--- src/design/rst_pkg.sv ---
`default_nettype none
package rst_pkg;

    localparam int MAX_DEPTH  = 16;
    localparam int COUNT_BITS = 32;
    localparam int SP_W       = $clog2(MAX_DEPTH + 1);
    localparam int IDX_W      = (MAX_DEPTH > 1) ? $clog2(MAX_DEPTH) : 1;

    // event codes
    localparam logic [3:0] EV_ARR_HDR   = 4'd0;
    localparam logic [3:0] EV_NULL_ARR  = 4'd1;
    localparam logic [3:0] EV_NULL_BULK = 4'd2;
    localparam logic [3:0] EV_BULK_HDR  = 4'd3;
    localparam logic [3:0] EV_DATA      = 4'd4;
    localparam logic [3:0] EV_STR_END   = 4'd5;
    localparam logic [3:0] EV_INT       = 4'd6;
    localparam logic [3:0] EV_BUF_OK    = 4'd7;
    localparam logic [3:0] EV_ERROR     = 4'd8;

    // string kinds
    localparam logic [1:0] SK_SIMPLE = 2'd0;
    localparam logic [1:0] SK_ERROR  = 2'd1;
    localparam logic [1:0] SK_BULK   = 2'd2;

    // status codes
    localparam logic [2:0] ST_OK      = 3'd0;
    localparam logic [2:0] ST_EMPTY   = 3'd1;
    localparam logic [2:0] ST_BAD_INT = 3'd2;
    localparam logic [2:0] ST_BAD_SEP = 3'd3;
    localparam logic [2:0] ST_UNEXP   = 3'd4;
    localparam logic [2:0] ST_BAD_SYM = 3'd5;
    localparam logic [2:0] ST_EXTRA   = 3'd6;
    localparam logic [2:0] ST_NO_MEM  = 3'd7;

    // protocol characters
    localparam logic [7:0] CH_STAR  = 8'h2A;
    localparam logic [7:0] CH_DOLL  = 8'h24;
    localparam logic [7:0] CH_COLON = 8'h3A;
    localparam logic [7:0] CH_PLUS  = 8'h2B;
    localparam logic [7:0] CH_MINUS = 8'h2D;
    localparam logic [7:0] CH_CR    = 8'h0D;
    localparam logic [7:0] CH_LF    = 8'h0A;
    localparam logic [7:0] CH_0     = 8'h30;
    localparam logic [7:0] CH_9     = 8'h39;

    typedef struct packed {
        logic                  clear;
        logic                  finish;
        logic                  push;
        logic [COUNT_BITS-1:0] push_val;
    } t_stack_cmd;

    typedef struct packed {
        logic [SP_W-1:0] sp;
        logic [SP_W-1:0] closed;
        logic            top_after;
        logic            full;
    } t_stack_stat;

endpackage
`default_nettype wire

--- src/design/resp_stream_tokenizer.sv ---
`default_nettype none
// RESP2 stream tokenizer. Takes one byte per request and gives at most one
// token event per byte: array header, null array/bulk, bulk header, data
// byte, string end, integer, buffer ok or error. A byte sits in an input
// register, one pass of decode logic updates the parser state and the
// nesting stack, and the event lands in an output register, so a new
// byte is taken every cycle while the output is not stalled.
// Open arrays live on a MAX_DEPTH-entry stack of remaining-element counts;
// completion of a value pops all arrays it finishes in the same cycle.
// The first fault emits an error event and mutes the block until the byte
// flagged buffer_end, which restarts the parser (so does a clean end).
// single_value_mode (reset 1) may be written only while the block is idle.
module resp_stream_tokenizer
    import rst_pkg::*;
(
    input  wire logic        i_clk,
    input  wire logic        i_rst_n,
    // config write channel
    input  wire logic        i_cfg_valid,
    output logic             o_cfg_ready,
    input  wire logic        i_cfg_data,
    // input byte channel
    input  wire logic        i_in_valid,
    output logic             o_in_stall,
    input  wire logic [7:0]  i_in_byte,
    input  wire logic        i_buffer_end,
    // event channel
    output logic             o_out_valid,
    input  wire logic        i_out_stall,
    output logic [3:0]       o_event_res,
    output logic [1:0]       o_string_kind,
    output logic [7:0]       o_data_value,
    output logic signed [63:0] o_number,
    output logic [4:0]       o_nest_level,
    output logic [4:0]       o_closed_levels,
    output logic             o_top_done,
    output logic [2:0]       o_status
);
    typedef enum logic [2:0] {
        PH_TYPE, PH_HDR, PH_HLF, PH_DATA, PH_DCR, PH_DLF, PH_STR, PH_SLF
    } t_phase;

    typedef enum logic [2:0] {
        K_ARR, K_BULK, K_INT, K_SIMPLE, K_ERR
    } t_kind;

    // config
    logic r_svm;

    // input stage
    logic       r_in_valid;
    logic [7:0] r_in_byte;
    logic       r_buffer_end;
    logic       proceed;

    // parser state
    t_phase                r_phase, n_phase;
    t_kind                 r_hk, n_hk;
    logic [63:0]           r_acc, n_acc;
    logic                  r_neg, n_neg;
    logic                  r_dig, n_dig;
    logic [COUNT_BITS-1:0] r_bulk, n_bulk;
    logic                  r_err_latched;
    logic                  r_top_seen, n_top_seen;

    // stack
    t_stack_cmd  stk_cmd;
    t_stack_stat stk_stat;

    // header digit unit
    logic [63:0] acc_next;
    logic        acc_ovf;

    // decode results
    logic        ev_valid;
    logic [3:0]  ev;
    logic [1:0]  kind;
    logic [7:0]  data;
    logic [63:0] num;
    logic [2:0]  err;
    logic        fin;
    logic        push;
    logic        restart;
    logic        has;
    logic [3:0]  o_ev;
    logic [1:0]  o_kind;
    logic [7:0]  o_data;
    logic [63:0] o_num;
    logic [4:0]  o_closed;
    logic        o_top;
    logic [2:0]  o_st;
    logic [SP_W-1:0] sp_after;
    logic        is_digit;
    logic        isnull;
    logic        wide;
    logic        bmo_cur;
    logic        bmo_next;
    logic [1:0]  str_kind;

    // output register
    logic        r_out_valid;
    logic [3:0]  r_event_res;
    logic [1:0]  r_string_kind;
    logic [7:0]  r_data_value;
    logic [63:0] r_number;
    logic [4:0]  r_nest_level;
    logic [4:0]  r_closed_levels;
    logic        r_top_done;
    logic [2:0]  r_status;

    assign o_cfg_ready = 1'b1;
    assign proceed     = r_in_valid && (!r_out_valid || !i_out_stall);
    assign o_in_stall  = r_in_valid && !proceed;

    rst_hdr_num u_num (
        .i_acc   (r_acc),
        .i_neg   (r_neg),
        .i_digit (4'(r_in_byte - CH_0)),
        .o_acc   (acc_next),
        .o_ovf   (acc_ovf)
    );

    rst_stack u_stack (
        .i_clk   (i_clk),
        .i_rst_n (i_rst_n),
        .i_cmd   (stk_cmd),
        .o_stat  (stk_stat)
    );

    assign is_digit = (r_in_byte >= CH_0) && (r_in_byte <= CH_9);
    assign isnull   = r_neg && (r_acc == 64'd1);
    assign wide     = |(r_acc >> COUNT_BITS);
    assign bmo_cur  = (r_hk != K_INT) && r_neg && (r_acc >= 64'd2);
    assign str_kind = (r_hk == K_ERR) ? SK_ERROR : SK_SIMPLE;

    always_comb begin
        n_phase       = r_phase;
        n_hk          = r_hk;
        n_acc         = r_acc;
        n_neg         = r_neg;
        n_dig         = r_dig;
        n_bulk        = r_bulk;
        ev_valid      = 1'b0;
        ev            = EV_ARR_HDR;
        kind          = SK_SIMPLE;
        data          = '0;
        num           = '0;
        err           = ST_OK;
        fin           = 1'b0;
        push          = 1'b0;

        unique case (r_phase)
            PH_TYPE: begin
                if (r_svm && r_top_seen) begin
                    err = ST_EXTRA;
                end else begin
                    n_acc = '0;
                    n_neg = 1'b0;
                    n_dig = 1'b0;
                    unique case (r_in_byte)
                        CH_STAR:  begin n_hk = K_ARR;    n_phase = PH_HDR; end
                        CH_DOLL:  begin n_hk = K_BULK;   n_phase = PH_HDR; end
                        CH_COLON: begin n_hk = K_INT;    n_phase = PH_HDR; end
                        CH_PLUS:  begin n_hk = K_SIMPLE; n_phase = PH_STR; end
                        CH_MINUS: begin n_hk = K_ERR;    n_phase = PH_STR; end
                        default:  err = ST_BAD_SYM;
                    endcase
                end
            end
            PH_HDR: begin
                priority if (is_digit) begin
                    if (acc_ovf) begin
                        err = ST_BAD_INT;
                    end else begin
                        n_acc = acc_next;
                        n_dig = 1'b1;
                    end
                end else if (r_in_byte == CH_MINUS && !r_neg && !r_dig) begin
                    n_neg = 1'b1;
                end else if (!r_dig) begin
                    err = ST_BAD_INT;
                end else if (bmo_cur) begin
                    err = ST_BAD_INT;
                end else if (r_in_byte == CH_CR) begin
                    n_phase = PH_HLF;
                end else begin
                    err = ST_BAD_SEP;
                end
            end
            PH_HLF: begin
                if (r_in_byte != CH_LF) begin
                    err = ST_BAD_SEP;
                end else if (r_hk == K_INT) begin
                    num      = r_neg ? (64'd0 - r_acc) : r_acc;
                    fin      = 1'b1;
                    ev_valid = 1'b1;
                    ev       = EV_INT;
                end else if (r_hk == K_ARR) begin
                    priority if (isnull) begin
                        fin = 1'b1; ev_valid = 1'b1; ev = EV_NULL_ARR; num = '1;
                    end else if (wide) begin
                        err = ST_NO_MEM;
                    end else if (r_acc == 64'd0) begin
                        fin = 1'b1; ev_valid = 1'b1; ev = EV_ARR_HDR;
                    end else if (stk_stat.full) begin
                        err = ST_NO_MEM;
                    end else begin
                        push     = 1'b1;
                        n_phase  = PH_TYPE;
                        ev_valid = 1'b1;
                        ev       = EV_ARR_HDR;
                        num      = r_acc;
                    end
                end else begin
                    priority if (isnull) begin
                        fin = 1'b1; ev_valid = 1'b1; ev = EV_NULL_BULK; num = '1;
                    end else if (wide) begin
                        err = ST_NO_MEM;
                    end else begin
                        n_bulk   = r_acc[COUNT_BITS-1:0];
                        n_phase  = (r_acc != 64'd0) ? PH_DATA : PH_DCR;
                        ev_valid = 1'b1;
                        ev       = EV_BULK_HDR;
                        num      = r_acc;
                    end
                end
            end
            PH_DATA: begin
                if (r_buffer_end) begin
                    err = ST_UNEXP;
                end else begin
                    ev_valid = 1'b1;
                    ev       = EV_DATA;
                    kind     = SK_BULK;
                    data     = r_in_byte;
                    n_bulk   = r_bulk - COUNT_BITS'(1);
                    if (r_bulk == COUNT_BITS'(1)) begin
                        n_phase = PH_DCR;
                    end
                end
            end
            PH_DCR: begin
                priority if (r_buffer_end) begin
                    err = ST_UNEXP;
                end else if (r_in_byte != CH_CR) begin
                    err = ST_BAD_SEP;
                end else begin
                    n_phase = PH_DLF;
                end
            end
            PH_DLF: begin
                if (r_in_byte != CH_LF) begin
                    err = ST_BAD_SEP;
                end else begin
                    fin = 1'b1; ev_valid = 1'b1; ev = EV_STR_END; kind = SK_BULK;
                end
            end
            PH_STR: begin
                priority if (r_in_byte == CH_CR) begin
                    n_phase = PH_SLF;
                end else if (r_in_byte == CH_LF) begin
                    err = ST_BAD_SYM;
                end else begin
                    ev_valid = 1'b1; ev = EV_DATA; kind = str_kind; data = r_in_byte;
                end
            end
            PH_SLF: begin
                if (r_in_byte != CH_LF) begin
                    err = ST_BAD_SYM;
                end else begin
                    fin = 1'b1; ev_valid = 1'b1; ev = EV_STR_END; kind = str_kind;
                end
            end
            default: err = ST_BAD_SYM;
        endcase

        if (fin) begin
            n_phase = PH_TYPE;
        end
    end

    assign n_top_seen = r_top_seen | (fin & stk_stat.top_after);
    assign bmo_next   = (n_hk != K_INT) && n_neg && (n_acc >= 64'd2);
    assign sp_after   = push ? (stk_stat.sp + SP_W'(1)) :
                        fin  ? (stk_stat.sp - stk_stat.closed) : stk_stat.sp;

    // result selection: muted, fault, buffer end, or plain event
    always_comb begin
        has      = 1'b0;
        restart  = 1'b0;
        o_ev     = EV_ERROR;
        o_kind   = SK_SIMPLE;
        o_data   = '0;
        o_num    = '0;
        o_closed = '0;
        o_top    = 1'b0;
        o_st     = ST_OK;
        if (r_err_latched) begin
            restart = r_buffer_end;
        end else if (err != ST_OK) begin
            has     = 1'b1;
            o_st    = err;
            restart = r_buffer_end;
        end else if (r_buffer_end) begin
            has     = 1'b1;
            restart = 1'b1;
            if (n_phase == PH_TYPE && sp_after == '0) begin
                o_ev     = EV_BUF_OK;
                o_kind   = kind;
                o_data   = ev_valid ? {4'b0, ev} : {4'b0, EV_BUF_OK};
                o_num    = num;
                o_closed = fin ? 5'(stk_stat.closed) : 5'd0;
                o_top    = fin & stk_stat.top_after;
            end else begin
                unique case (n_phase)
                    PH_HDR: begin
                        if (!n_dig) begin
                            o_st = n_neg ? ST_BAD_INT : ST_EMPTY;
                        end else begin
                            o_st = bmo_next ? ST_BAD_INT : ST_BAD_SEP;
                        end
                    end
                    PH_HLF:  o_st = ST_BAD_SEP;
                    PH_SLF:  o_st = ST_BAD_SYM;
                    default: o_st = ST_UNEXP;
                endcase
            end
        end else if (ev_valid) begin
            has      = 1'b1;
            o_ev     = ev;
            o_kind   = kind;
            o_data   = data;
            o_num    = num;
            o_closed = fin ? 5'(stk_stat.closed) : 5'd0;
            o_top    = fin & stk_stat.top_after;
        end
    end

    // stack only moves on a clean, unmuted byte; restart clears it
    assign stk_cmd.clear    = proceed && restart;
    assign stk_cmd.finish   = proceed && !r_err_latched && (err == ST_OK) && fin;
    assign stk_cmd.push     = proceed && !r_err_latched && (err == ST_OK) && push;
    assign stk_cmd.push_val = r_acc[COUNT_BITS-1:0];

    always_ff @(posedge i_clk) begin
        if (!i_rst_n) begin
            r_svm         <= 1'b1;
            r_in_valid    <= 1'b0;
            r_out_valid   <= 1'b0;
            r_phase       <= PH_TYPE;
            r_hk          <= K_ARR;
            r_acc         <= '0;
            r_neg         <= 1'b0;
            r_dig         <= 1'b0;
            r_bulk        <= '0;
            r_err_latched <= 1'b0;
            r_top_seen    <= 1'b0;
        end else begin
            if (i_cfg_valid) begin
                r_svm <= i_cfg_data;
            end

            if (!o_in_stall) begin
                r_in_valid <= i_in_valid;
                if (i_in_valid) begin
                    r_in_byte    <= i_in_byte;
                    r_buffer_end <= i_buffer_end;
                end
            end

            if (proceed) begin
                r_out_valid <= has;
                if (has) begin
                    r_event_res     <= o_ev;
                    r_string_kind   <= o_kind;
                    r_data_value    <= o_data;
                    r_number        <= o_num;
                    r_nest_level    <= 5'(stk_stat.sp);
                    r_closed_levels <= o_closed;
                    r_top_done      <= o_top;
                    r_status        <= o_st;
                end
            end else if (!i_out_stall) begin
                r_out_valid <= 1'b0;
            end

            if (proceed) begin
                if (restart) begin
                    r_phase       <= PH_TYPE;
                    r_hk          <= K_ARR;
                    r_acc         <= '0;
                    r_neg         <= 1'b0;
                    r_dig         <= 1'b0;
                    r_bulk        <= '0;
                    r_err_latched <= 1'b0;
                    r_top_seen    <= 1'b0;
                end else if (!r_err_latched) begin
                    if (err != ST_OK) begin
                        r_err_latched <= 1'b1;
                    end else begin
                        r_phase    <= n_phase;
                        r_hk       <= n_hk;
                        r_acc      <= n_acc;
                        r_neg      <= n_neg;
                        r_dig      <= n_dig;
                        r_bulk     <= n_bulk;
                        r_top_seen <= n_top_seen;
                    end
                end
            end
        end
    end

    assign o_out_valid     = r_out_valid;
    assign o_event_res     = r_event_res;
    assign o_string_kind   = r_string_kind;
    assign o_data_value    = r_data_value;
    assign o_number        = r_number;
    assign o_nest_level    = r_nest_level;
    assign o_closed_levels = r_closed_levels;
    assign o_top_done      = r_top_done;
    assign o_status        = r_status;
endmodule
`default_nettype wire

--- src/design/rst_hdr_num.sv ---
`default_nettype none
module rst_hdr_num
    import rst_pkg::*;
(
    input  wire logic [63:0] i_acc,
    input  wire logic        i_neg,
    input  wire logic [3:0]  i_digit,
    output logic      [63:0] o_acc,
    output logic             o_ovf
);
    logic [67:0] prod;
    logic [67:0] lim;

    // acc*10 + d, checked against the int64 magnitude limit
    assign prod  = ({4'b0, i_acc} << 3) + ({4'b0, i_acc} << 1) + {64'b0, i_digit};
    assign lim   = i_neg ? {4'b0, 1'b1, 63'b0} : {5'b0, {63{1'b1}}};
    assign o_ovf = prod > lim;
    assign o_acc = prod[63:0];
endmodule
`default_nettype wire

--- src/design/rst_stack.sv ---
`default_nettype none
module rst_stack
    import rst_pkg::*;
(
    input  wire logic        i_clk,
    input  wire logic        i_rst_n,
    input  wire t_stack_cmd  i_cmd,
    output t_stack_stat      o_stat
);
    logic [COUNT_BITS-1:0] r_entry [MAX_DEPTH];
    logic [MAX_DEPTH-1:0]  r_one;   // entry holds exactly one element left
    logic [SP_W-1:0]       r_sp;

    logic [SP_W-1:0]       cnt;
    logic                  run;
    logic [SP_W-1:0]       nsp;
    logic [SP_W-1:0]       nsp_m1;
    logic [IDX_W-1:0]      idx;
    logic [COUNT_BITS-1:0] rd;

    // run of entries at the top that close on this completion
    always_comb begin
        cnt = '0;
        run = 1'b1;
        for (int i = MAX_DEPTH - 1; i >= 0; i--) begin
            if (SP_W'(i) < r_sp) begin
                if (run && r_one[i]) begin
                    cnt = cnt + SP_W'(1);
                end else begin
                    run = 1'b0;
                end
            end
        end
    end

    assign nsp    = r_sp - cnt;
    assign nsp_m1 = nsp - SP_W'(1);
    assign idx    = nsp_m1[IDX_W-1:0];
    assign rd     = r_entry[idx];

    assign o_stat.sp        = r_sp;
    assign o_stat.closed    = cnt;
    assign o_stat.top_after = (nsp == '0);
    assign o_stat.full      = (r_sp == SP_W'(MAX_DEPTH));

    always_ff @(posedge i_clk) begin
        if (!i_rst_n || i_cmd.clear) begin
            r_sp <= '0;
        end else if (i_cmd.push) begin
            r_entry[r_sp[IDX_W-1:0]] <= i_cmd.push_val;
            r_one[r_sp[IDX_W-1:0]]   <= (i_cmd.push_val == COUNT_BITS'(1));
            r_sp                     <= r_sp + SP_W'(1);
        end else if (i_cmd.finish) begin
            r_sp <= nsp;
            if (nsp != '0) begin
                r_entry[idx] <= rd - COUNT_BITS'(1);
                r_one[idx]   <= (rd == COUNT_BITS'(2));
            end
        end
    end
endmodule
`default_nettype wire
--- config.mk ---
export PLATFORM = sky130hd
export DESIGN_NAME = resp_stream_tokenizer
export DESIGN_NICKNAME = d
export VERILOG_FILES = /design/src/design/rst_pkg.sv /design/src/design/resp_stream_tokenizer.sv /design/src/design/rst_hdr_num.sv /design/src/design/rst_stack.sv
export SDC_FILE = /design/constraint.sdc
export NUM_CORES = 2
export LEC_CHECK = 0
export BUFFER_PORTS_ARGS = -buffer_cell sky130_fd_sc_hd__buf_4
export CELL_PAD_IN_SITES_DETAIL_PLACEMENT = 0
export CELL_PAD_IN_SITES_GLOBAL_PLACEMENT = 2
export CORE_AREA = 2 2 297 358
export DETAILED_ROUTE_END_ITERATION = 7
export DIE_AREA = 0 0 299 360
export PLACE_DENSITY = 0.73
export SKIP_LAST_GASP = 1
export SYNTH_ARGS = -nofsm -noshare
export SYNTH_HDL_FRONTEND = slang
export SYNTH_SLANG_ARGS = --single-unit
--- constraint.sdc ---
create_clock -name i_clk -period 14.15 [get_ports i_clk]
set_input_delay 2.83 -clock i_clk [delete_from_list [all_inputs] [get_ports i_clk]]
set_output_delay 2.83 -clock i_clk [all_outputs]
set_load 0.01 [all_outputs]
==> metrics.log <==
INFO  metric run_status = complete, no violations
INFO  metric clkSlewWorstSetupHoldPaths = 60 ps
INFO  metric whs_path_depth = 0
INFO  metric cts_made_buffers = 79
INFO  metric final_common_cell = sky130_fd_sc_hd__edfxtp_1
INFO  metric total_power = 4.56 mW
INFO  metric yosys.area.top_type_share = 45.7%
INFO  metric die_h = 360 µm
INFO  metric synthCells = 3506
INFO  metric final_hold_viol_count = 0
INFO  metric grt_pass1_vias = 30089
INFO  metric final_nets = 3885
INFO  metric postLayoutSetupSlackWorst = 667 ps
INFO  metric total_of_buffers_placed_on_input_and_output_ports = 108
INFO  metric post_synth_main_area_contributors = sky130_fd_sc_hd__edfxtp_1, sky130_fd_sc_hd__mux4_2, sky130_fd_sc_hd__ha_1
INFO  metric post-synth-top-area-cell = sky130_fd_sc_hd__edfxtp_1
INFO  metric timing_max_transition_violations_final = 0
INFO  metric clock_tree.buffer_depth = 3
INFO  metric dr_total_vias = 30283
INFO  metric cp_top_family = adder cells
INFO  metric worst_pin_slew = 1270 ps
INFO  metric clockRootBuffer = sky130_fd_sc_hd__clkbuf_16
INFO  metric timing_worst_setup_path_type = reg -> reg
INFO  metric final_layout_size_suffix_gt1_share = 17.9%
INFO  metric drt_pre_antenna_iters = 5
INFO  metric route.detailed.wl_per_inst = 25.5 µm
INFO  metric crit_arrival = 13890 ps
INFO  metric die_width = 299 µm
INFO  metric grt_max_degree = 77
INFO  metric critPathLaunchType = flip-flop
INFO  metric timing.clock.skew = 25.3 ps
INFO  metric crit_path_end_kind = flip-flop
INFO  metric finalWeightedCongestion = 0.884
INFO  metric synth_edf_count = 629
INFO  metric yosysSeqAreaShare = 51.2%
INFO  metric max-slew-margin-rel = 15.1%
INFO  metric grt_util_all_layers = 23.7%
INFO  metric asyncSetResetFlopFracSynth = 0%
INFO  metric timing.max_cap.violations = 0
INFO  metric p_leak = 16.8 nW
INFO  metric clock_insertion_delay_worst_skew = 670 ps
INFO  metric hold_class = reg -> reg
INFO  metric worst-path-stages = 56
INFO  metric overflow = 0
INFO  metric grt_antenna_before_repair = 2
INFO  metric ys_warn_count = 0
INFO  metric path_max_fanout = 17
INFO  metric final_cycle_share = 95.3%
INFO  metric route.detailed.drc = 0
INFO  metric synth_area_per_cell = 11.8 µm²
INFO  metric hpwl = 86.3 mm
INFO  metric fmax = 74.2 MHz
INFO  metric period_needed = 13480 ps
INFO  metric post_synth_instance_area = 41300 µm²
INFO  metric irDropWorstVdd = 0.115 mV
INFO  metric clkSinkCount = 743
INFO  metric placementRows = 130
INFO  metric floorplan.die_area = 108000 µm²
INFO  metric num_io_pins = 110
INFO  metric critical_path_buf_inv_count = 7
INFO  metric synth_flop_cell = sky130_fd_sc_hd__edfxtp_1
INFO  metric design.core.area = 104000 µm²
INFO  metric yosys_register_bits = 743
INFO  metric dp_slack = -401 ps
INFO  metric flow.area_growth_from_synthesis = 15.2%
INFO  metric ant_nets = 0
INFO  metric fin_util = 45.8%
INFO  metric grt_first_pass_wirelength = 193 mm
INFO  metric cp_slowest_cell = sky130_fd_sc_hd__fa_2
INFO  metric postSynthNetCount = 3750
INFO  metric start_util = 39.7%
INFO  metric synth_cell_types = 101
INFO  metric critical-path-max-stage-delay = 570 ps
INFO  metric drt_iter0_drc = 2644
INFO  metric cp.required = 14560 ps
INFO  metric drt_wl_total = 130 mm
INFO  metric route.detailed.vias_per_inst = 5.95
INFO  metric crit_top_cell = sky130_fd_sc_hd__ha_1
INFO  metric count_of_final_setup_violators = 0
INFO  metric commonest_cells_after_routing_fill_and_taps_aside = sky130_fd_sc_hd__edfxtp_1, sky130_fd_sc_hd__nand2_1, sky130_fd_sc_hd__ha_1
INFO  metric pwr_density_cell = 95.6 nW/µm²
INFO  metric tritoncts = built
INFO  metric cts.htree.levels = 3
INFO  metric timing.reg2reg.worst_path_depth = 56
flip-flops by register name, summed over array words and instances, names as in the netlist, 2 cells and up:
register	cells
u_stack.r_entry	512
o_number	64
r_acc	64
r_bulk	32
u_stack.r_one	16
o_data_value	8
r_in_byte	8
o_closed_levels	5
o_nest_level	5
u_stack.r_sp	5
o_event_res	4
o_status	3
r_hk	3
r_phase	3
o_string_kind	2
power breakdown:
part | internal [mW] | switching, mW
Combinational | 0.0193 | 0.0351
Clock | 1.23 | 0.909
Sequential | 2.35 | 0.00877
layout make-up:
type,count,area [µm²]
multi-input combinational,2510,19800
fill,9439,56500
inverter,73,274
tap,1386,1730
sequential,743,21200
antenna,1,2.50
clock buffer,89,2020
timing repair buffer,234,1950
clock inverter,57,657
logic make-up after synthesis:
logic type / Yosys count / share of synthesized area (%)
xor gates and xnor gates: 190 / 4.34
adders and majority gates: 229 / 6.99
other: 1 / 0.00907
and+or+nand+nor: 1023 / 12.3
AOI/OAI and AO/OA: 860 / 13.8
muxes: 205 / 8.95
buffers and inverters: 255 / 2.47
DFF: 743 / 51.2
per-stage QoR:
stage / area (µm²) / hold WS [ps] / instances / setup TNS (ps)
after floorplan: 41400 / 403 / 3506 / -46220
after global placement: 44400 / 462 / 4932 / -11160
after detailed placement: 44400 / 467 / 4932 / -20500
after CTS: 47200 / 483 / 5082 / 0
after global routing: 47600 / 505 / 5092 / -663
final: 47600 / 478 / 5093 / 0
routing by layer:
metal	vias up	share of wire [%]	GRT usage (%)
met3	203	5.1	2.96
met1	15290	42	31.1
met2	954	49	39.9
li1	13834	-	-
met4	2	3.7	8.97
met5	-	0.010	0
cell usage after synthesis (28+ instances only):
master	number
sky130_fd_sc_hd__a21oi_1	235
sky130_fd_sc_hd__and2_1	55
sky130_fd_sc_hd__nand2b_1	39
sky130_fd_sc_hd__clkbuf_1	126
sky130_fd_sc_hd__nand3_1	91
sky130_fd_sc_hd__nor2_1	218
sky130_fd_sc_hd__edfxtp_1	629
sky130_fd_sc_hd__nand4_1	43
sky130_fd_sc_hd__ha_1	226
sky130_fd_sc_hd__a21o_1	69
sky130_fd_sc_hd__dfxtp_1	114
sky130_fd_sc_hd__buf_1	29
sky130_fd_sc_hd__nor4_1	34
sky130_fd_sc_hd__a211oi_1	68
sky130_fd_sc_hd__mux2i_1	40
sky130_fd_sc_hd__and3_1	28
sky130_fd_sc_hd__xor2_1	80
sky130_fd_sc_hd__mux4_2	128
sky130_fd_sc_hd__o31ai_1	37
sky130_fd_sc_hd__o21ai_0	160
sky130_fd_sc_hd__a22o_1	69
sky130_fd_sc_hd__xnor2_1	99
sky130_fd_sc_hd__mux2_2	34
sky130_fd_sc_hd__o22ai_1	29
sky130_fd_sc_hd__nor2b_1	39
sky130_fd_sc_hd__nor3_1	100
sky130_fd_sc_hd__nand2_1	271
sky130_fd_sc_hd__inv_1	72
what timing repair did:
action,CTS,global route
pin swaps,1,13
gates resized for setup,3,78
setup buffers,4,6
endpoints found under the hold margin,0,0
hold buffers,0,0
gates cloned,0,4
endpoints found under the setup margin,160,693
worst paths after layout:
path | slack, ps | startpoint | endpoint
worst min register to register | 480 | u_stack.r_sp[4] | o_nest_level[4]
worst max-delay path | 670 | u_stack.r_one[15] | u_stack.r_entry[8][27]
worst min-delay path | 480 | u_stack.r_sp[4] | o_nest_level[4]
worst max register to register | 670 | u_stack.r_one[15] | u_stack.r_entry[8][27]
Power figures use the tool's default switching activity.
